[src/sv/kbmse_pkg.sv]
`default_nettype none

package kbmse_pkg;

   localparam int unsigned ROW_COUNT = 9;

   localparam logic [3:0] FIRST_ROW      = 4'd0;
   localparam logic [3:0] LAST_ROW       = 4'd8;
   localparam logic [3:0] FIRST_HIGH_ROW = 4'd6;

   localparam logic OP_SCAN    = 1'b0;
   localparam logic OP_COMMAND = 1'b1;

   localparam logic [7:0] HIGH_ROW_BASE = 8'hC0;

   localparam logic [7:0] CMD_QUERY   = 8'h03;
   localparam logic [7:0] CMD_ECHO    = 8'h80;
   localparam logic [7:0] CODE_QUERY  = 8'h02;
   localparam logic [7:0] CODE_ECHO   = 8'h80;

   localparam logic [3:0] MOD_COMMAND = 4'd1;
   localparam logic [3:0] MOD_CTRL    = 4'd2;
   localparam logic [3:0] MOD_SHIFT_L = 4'd4;
   localparam logic [3:0] MOD_SHIFT_R = 4'd8;

   localparam logic [7:0] OFFSET_COMMAND = 8'h90;
   localparam logic [7:0] OFFSET_CTRL    = 8'h60;
   localparam logic [7:0] OFFSET_SHIFT   = 8'h30;
   localparam logic [7:0] OFFSET_NONE    = 8'h00;

   typedef struct packed {
      logic       op;
      logic [7:0] row_bits;
      logic [3:0] modifier_bits;
      logic [7:0] command_byte;
   } req_type;

   typedef struct packed {
      logic       key_valid;
      logic [7:0] key_code;
      logic [3:0] next_row;
   } rsp_type;

   function automatic logic [2:0] top_bit(input logic [7:0] v);
      logic [2:0] pos;
      pos = 3'd0;
      for (int b = 0; b < 8; b++) begin
         if (v[b]) begin
            pos = 3'(b);
         end
      end
      return pos;
   endfunction

   function automatic logic [7:0] modifier_offset(input logic [3:0] m);
      logic [7:0] off;
      unique case (m)
         MOD_COMMAND: off = OFFSET_COMMAND;
         MOD_CTRL:    off = OFFSET_CTRL;
         MOD_SHIFT_L: off = OFFSET_SHIFT;
         MOD_SHIFT_R: off = OFFSET_SHIFT;
         default:     off = OFFSET_NONE;
      endcase
      return off;
   endfunction

endpackage

`default_nettype wire

[src/sv/kbmse_in_reg.sv]
`default_nettype none

module kbmse_in_reg (
   input  wire logic              clock,
   input  wire logic              reset,
   input  wire logic              req_valid,
   output logic                   req_stall,
   input  wire kbmse_pkg::req_type req_data,
   output logic                   item_valid,
   output kbmse_pkg::req_type     item_data,
   input  wire logic              item_take
);

   logic               valid_ff;
   logic               valid_in;
   kbmse_pkg::req_type data_ff;
   logic               load;

   assign req_stall = valid_ff & ~item_take;
   assign load      = req_valid & ~req_stall;

   always_comb begin
      valid_in = (valid_ff & ~item_take) | load;
   end

   always_ff @(posedge clock) begin
      if (reset) begin
         valid_ff <= 1'b0;
      end else begin
         valid_ff <= valid_in;
      end
   end

   always_ff @(posedge clock) begin
      if (load) begin
         data_ff <= req_data;
      end
   end

   assign item_valid = valid_ff;
   assign item_data  = data_ff;

endmodule

`default_nettype wire

[src/sv/kbmse_scan_core.sv]
`default_nettype none

module kbmse_scan_core (
   input  wire logic              clock,
   input  wire logic              reset,
   input  wire logic              item_fire,
   input  wire kbmse_pkg::req_type item_data,
   output kbmse_pkg::rsp_type     result
);

   logic [7:0] row_mem_ff [kbmse_pkg::ROW_COUNT];
   logic [3:0] scan_index_ff;
   logic [3:0] scan_index_in;

   logic [3:0] row_sel;
   logic [3:0] row_next;
   logic [7:0] old_bits;
   logic [7:0] fresh;
   logic [2:0] col;
   logic [1:0] high_off;
   logic [7:0] base_code;
   logic [7:0] key_code;
   logic       key_valid;
   logic       is_scan;
   logic       row_changed;

   assign row_sel  = (scan_index_ff > kbmse_pkg::LAST_ROW) ? kbmse_pkg::FIRST_ROW
                                                           : scan_index_ff;
   assign row_next = (row_sel == kbmse_pkg::LAST_ROW) ? kbmse_pkg::FIRST_ROW
                                                      : row_sel + 4'd1;
   assign old_bits    = row_mem_ff[row_sel];
   assign row_changed = old_bits != item_data.row_bits;
   assign fresh       = ~old_bits & item_data.row_bits;
   assign col         = kbmse_pkg::top_bit(fresh);
   assign high_off    = 2'(row_sel - kbmse_pkg::FIRST_HIGH_ROW);
   assign is_scan     = item_data.op == kbmse_pkg::OP_SCAN;

   // high rows live in their own code block
   always_comb begin
      if (row_sel >= kbmse_pkg::FIRST_HIGH_ROW) begin
         base_code = kbmse_pkg::HIGH_ROW_BASE + {3'b000, high_off, col};
      end else begin
         base_code = {2'b00, row_sel[2:0], col};
      end
   end

   always_comb begin
      key_valid = 1'b0;
      key_code  = 8'h00;
      if (!is_scan) begin
         priority if (item_data.command_byte == kbmse_pkg::CMD_QUERY) begin
            key_valid = 1'b1;
            key_code  = kbmse_pkg::CODE_QUERY;
         end else if (item_data.command_byte == kbmse_pkg::CMD_ECHO) begin
            key_valid = 1'b1;
            key_code  = kbmse_pkg::CODE_ECHO;
         end else begin
            key_valid = 1'b0;
         end
      end else if (fresh != 8'h00) begin
         key_valid = 1'b1;
         key_code  = base_code + kbmse_pkg::modifier_offset(item_data.modifier_bits);
      end
   end

   always_comb begin
      scan_index_in = scan_index_ff;
      if (item_fire && is_scan) begin
         scan_index_in = row_next;
      end
   end

   always_ff @(posedge clock) begin
      if (reset) begin
         scan_index_ff <= kbmse_pkg::FIRST_ROW;
      end else begin
         scan_index_ff <= scan_index_in;
      end
   end

   always_ff @(posedge clock) begin
      if (reset) begin
         for (int r = 0; r < kbmse_pkg::ROW_COUNT; r++) begin
            row_mem_ff[r] <= 8'h00;
         end
      end else if (item_fire && is_scan && row_changed) begin
         row_mem_ff[row_sel] <= item_data.row_bits;
      end
   end

   assign result.key_valid = key_valid;
   assign result.key_code  = key_code;
   assign result.next_row  = is_scan ? row_next : scan_index_ff;

endmodule

`default_nettype wire

[src/sv/keyboard_matrix_scan_encoder_top.sv]
// keyboard matrix scan encoder
// req channel: one beat per item; op selects a scan tick (row_bits and
//   modifier_bits of the row at the current scan index) or a host command
//   byte. the scan index walks rows 0 to 8 and wraps.
// rsp channel: exactly one beat per req beat, in order: key_valid and
//   key_code for a new key press or a command answer, and next_row, the row
//   the next scan tick will read.
// path: a req beat passes the input register, then the result register, on
//   its way to rsp; a stalled rsp holds it in the input register.
// throughput: one item per cycle while rsp is not stalled; the whole encode step is one pass of
//   logic between the input register and the result register.
// reset: clears the stored rows to all zeros, the scan index to row 0 and
//   both valid flags; the block takes beats in the first cycle after reset.
// rsp_stall: the result register holds its beat; the input register takes
//   one more beat if it is empty, then req_stall rises until rsp drains.
`default_nettype none

module keyboard_matrix_scan_encoder_top (
   input  wire logic              clock,
   input  wire logic              reset,
   input  wire logic              req_valid,
   output logic                   req_stall,
   input  wire kbmse_pkg::req_type req_data,
   output logic                   rsp_valid,
   input  wire logic              rsp_stall,
   output kbmse_pkg::rsp_type     rsp_data
);

   logic               item_valid;
   kbmse_pkg::req_type item_data;
   logic               advance;
   kbmse_pkg::rsp_type result;

   logic               rsp_valid_ff;
   logic               rsp_valid_in;
   kbmse_pkg::rsp_type rsp_data_ff;

   assign advance = item_valid & (~rsp_valid_ff | ~rsp_stall);

   kbmse_in_reg u_in_reg (
      .clock      (clock),
      .reset      (reset),
      .req_valid  (req_valid),
      .req_stall  (req_stall),
      .req_data   (req_data),
      .item_valid (item_valid),
      .item_data  (item_data),
      .item_take  (advance)
   );

   kbmse_scan_core u_scan_core (
      .clock     (clock),
      .reset     (reset),
      .item_fire (advance),
      .item_data (item_data),
      .result    (result)
   );

   always_comb begin
      rsp_valid_in = advance | (rsp_valid_ff & rsp_stall);
   end

   always_ff @(posedge clock) begin
      if (reset) begin
         rsp_valid_ff <= 1'b0;
      end else begin
         rsp_valid_ff <= rsp_valid_in;
      end
   end

   always_ff @(posedge clock) begin
      if (advance) begin
         rsp_data_ff <= result;
      end
   end

   assign rsp_valid = rsp_valid_ff;
   assign rsp_data  = rsp_data_ff;

endmodule

`default_nettype wire
[config.mk]
export PLATFORM = sky130hd
export DESIGN_NAME = keyboard_matrix_scan_encoder_top
export DESIGN_NICKNAME = d
export VERILOG_FILES = /design/src/sv/kbmse_pkg.sv /design/src/sv/kbmse_in_reg.sv /design/src/sv/kbmse_scan_core.sv /design/src/sv/keyboard_matrix_scan_encoder_top.sv
export SDC_FILE = /design/constraint.sdc
export NUM_CORES = 1
export LEC_CHECK = 0
export BUFFER_PORTS_ARGS = -buffer_cell sky130_fd_sc_hd__buf_2
export CORE_MARGIN = 2
export CORE_UTILIZATION = 45
export DETAILED_ROUTE_END_ITERATION = 12
export GPL_TIMING_DRIVEN = 0
export HOLD_SLACK_MARGIN = 0.03
export RECOVER_POWER = 25
export SYNTH_ARGS = -nofsm -noshare
export SYNTH_HDL_FRONTEND = slang
export SYNTH_SLANG_ARGS = --single-unit
[constraint.sdc]
create_clock -name clock -period 10.8 [get_ports clock]
set_clock_uncertainty 0.15 [all_clocks]
set_input_delay 2.7 -clock clock [delete_from_list [all_inputs] [get_ports clock]]
set_output_delay 2.7 -clock clock [all_outputs]
set_load 0.02 [all_outputs]
==> flow_summary.ini <==
[power]
p_int_w = 0.000876
totalPowerFinal_w = 0.00111
p_seq_share_pct = 47.7
netSwitchingPower_w = 0.000238
cellPowerDensity_nw_per_um2 = 173
cellLeakagePower_nw = 2.53
max-vdd-ir-drop_uv = 125
pwr-share-clk_pct = 47.1
p_comb_share_pct = 5.2
switching_share_pct = 21.4

[sta]
finalSetupViolations = 0
timing.final.crit_period_ns = 6.06
max_freq_mhz = 165
rsz0062_at_grt = false
final.period_utilization_pct = 56.1
slew_headroom_pct = 9.71
fin_tns_setup_ns = 0
timing_worst_slew_pin_value_ns = 1.34
final-max-slew-violation-count = 0
final-hold-violation-count = 0

[clocking]
holdBufCountCts = 0
cts.repair_timing.setup_buffer_count = 0
cts_buffers = 17
cts_tree = built
cts_num_sinks = 118
clockRootBuffer = clkbuf_16
post_cts_resize_count = 0
clockBufferDepth = 2
htree_num_levels = 4
worst_skew_pair_later_pin_latency_ns = 0.42
cts.reportedPaths.clkPinSlew_ns = 0.05

[grt]
grt_pass1_vias = 3487
grt_start_max_net_pins = 20
grt_util_all_layers_pct = 20.4
gr-total-overflow = 0
number_of_antenna_violations_at_the_first_check_in_global_routing = 0
grt_first_pass_wirelength_mm = 19.1

[critical_path]
cp.arrival_ns = 3.21
crit_path_max_incr_delay_ns = 0.20
path_cells = clkbuf_1, and3_1, buf_2
setup.worst_path.end_class = output port
master_of_the_slowest_instance_on_the_critical_path = and3_1
regToRegEndpoint = u_scan_core.row_mem_ff[8][2]
critPathBufInv = 2
timing.rr.start = u_scan_core.scan_index_ff[1]
worstSetupStartpointType = primary input
r2r_cells = 10
worst-path-max-fanout = 3
critPathTopFamily = buffers and inverters
rrSetupSlack_ns = 5.75
timing.setup.critical_path_class = in -> out
worstSetupPathDepth = 3
cp_data_required_time_ns = 7.95
setup.worst_path.start = rsp_stall

[layout]
nFillCells = 1005
area.growth.synth_to_final_pct = 16.7
multi_input_comb_area_um2 = 1900
final_layout_size_suffix_gt1_share_pct = 20.4
seq_area_um2 = 3480
finalNetCount = 505
diodes = 0

[run_status]
status = completed

[placed_design]
dp_hpwl_mm = 8.34
gpl.final_weighted_congestion = 0.875
io_buffers = 39

[logic_synthesis]
yosys_warnings = 0
most_instantiated_flip_flop_cell_in_the_synthesis_netlist = edfxtp_1
syn-cell-area_um2 = 5520
fraction_of_the_mapped_netlist_area_in_compound_gates_pct = 7.48
syn_area_per_cell_um2 = 13.7
synth_top_family_by_area = simple AND/OR/NAND/NOR gates
syn-num-nets = 446
yosys.cell_types.count = 56
ys_async_sr_fraction_pct = 0
post-synth-top-count-cell = edfxtp_1
yosys_register_bits = 118
yosys.area_share.simple_pct = 16.1
synth.yosys.seq_area_share_pct = 63.1
count_of_flip_flops_with_a_built_in_enable_after_synthesis = 112
synth-adder-area-share_pct = 3.99
netlist_top_cells_area = edfxtp_1 (61%), and2_1 (7.4%), ha_1 (3.6%), mux4_2 (3.3%), and3_1 (2.4%)
postSynthCellCount = 404
synth_top_area_share_pct = 60.9
yosys.area_share.xor_xnor_pct = 0.884
post-synth-top-area-cell = edfxtp_1
muxShareOfSynthArea_pct = 5.94
post_synth_most_frequent_cells = edfxtp_1 (112), and2_1 (65), nor2_1 (25), and3_1 (21), o21ai_0 (20)

[drt]
vias_per_cell = 5.53
dr_total_vias = 3448
avgRoutedWirePerCell_um = 19.5
drt_iter0_drc = 294
drt-pass1-iter-count = 5
ant_nets = 0
drcViolationCount = 0
drt_wl_total_mm = 12.2

[floorplanning]
fp.dieW_um = 115
top_level_ports = 40
fp.coreArea_um2 = 12000
std_cell_rows = 40
design.die.area_um2 = 13200
starting_density_of_the_core_pct = 46.0
die_h_um = 115

[min_path]
holdCritStartpoint = u_in_reg.item_valid
hold_path_depth = 2
hold_path.class = reg -> reg
timing.hold.worst_endpoint = rsp_valid

[flow_run]
max_cap_viol_count = 0
cell families after synthesis:
| group | Yosys count |
|---|---|
| xor gates and xnor gates | 4 |
| buffers and inverters | 28 |
| AOI/OAI and AO/OA | 61 |
| and+or+nand+nor | 154 |
| DFF | 118 |
| muxes | 22 |
| adders and majority gates | 17 |
power by group through the flow:
stage | logic, W | clock network, W | registers (W)
CTS | 0.0000596 | 0.000533 | 0.000532
global route | 0.0000638 | 0.000554 | 0.000534
finish | 0.0000575 | 0.000525 | 0.000532
global placement | 0.0000566 | 0 | 0.000540
floorplan | 0.0000356 | 0 | 0.000538
detailed placement | 0.0000591 | 0 | 0.000541
stage by stage:
step                      hold slack, ns  utilization, %  setup slack (ns)  area (um^2)  instances
after floorplan                    0.295               -              4.98         5520        404
after global placement             0.306            49.1              4.46         5900        590
after detailed placement           0.351            49.4              4.77         5940        591
after CTS                          0.361            54.0              4.77         6480        623
after global routing               0.410            53.6              4.73         6440        623
final                              0.360            53.6              4.74         6440        623
how the worst max path moves through the flow:
stage	end	slack (ns)
after floorplan	req_stall	4.98
after global placement	u_scan_core.row_mem_ff[0][3]	4.46
after detailed placement	req_stall	4.77
after CTS	req_stall	4.77
after global routing	req_stall	4.73
final	req_stall	4.74
flip-flops by register name, indices dropped and copies added (netlist names):
register                   cells
rsp_data                      13
rsp_valid                      1
u_in_reg.item_data            21
u_in_reg.item_valid            1
u_scan_core.row_mem_ff        78
u_scan_core.scan_index_ff      4
cell type report:
cell class / instances / area share (%)
well taps: 147 / 2.85
clock buffers: 20 / 6.78
multi-input cells: 258 / 29.5
clock inverters: 12 / 1.73
plain buffers: 18 / 1.36
inverters: 10 / 0.621
repair buffers: 40 / 3.05
flip-flops and latches: 118 / 54.1
placed cells by master, fill, tap and decap left out, types with 2 or more instances in the layout:
cell type / count
dfxtp_1: 6
clkbuf_1: 15
nand2_1: 14
nand4_1: 2
nand2b_1: 3
a21oi_1: 6
inv_1: 9
nor2_1: 25
buf_2: 44
mux4_2: 8
edfxtp_1: 112
bufinv_16: 2
nor4b_1: 2
nor4_1: 2
mux2i_1: 8
o21ai_0: 19
mux2_2: 6
a31oi_1: 2
nor2b_1: 3
ha_1: 16
clkbuf_16: 17
a211oi_1: 13
a21o_1: 2
nor3_1: 3
and2_1: 65
or2_1: 3
clkinv_2: 4
or2_2: 4
clkinv_1: 4
a21boi_0: 2
xor2_1: 2
and3_1: 21
o22ai_1: 2
worst reg2reg max path: cells and delay by family, from the launching register on:
kind                     cells  cell delay, ns
AND/OR/NAND/NOR              2            0.36
buffers and inverters        3            1.37
AO/OA/AOI/OAI                3            1.71
flip-flops                   1            0.37
adder cells (fa/ha/maj)      1            0.27
multiplexers                 1            0.43
per-layer routing:
layer / vias to the layer above / GRT usage (%) / part of all wire (%)
met5: - / 0 / 0
met4: 0 / 9.48 / 2.5
met3: 22 / 5.90 / 6.0
met2: 118 / 31.7 / 47
met1: 1669 / 26.6 / 45
li1: 1639 / - / -
Power figures use the tool's default switching activity.
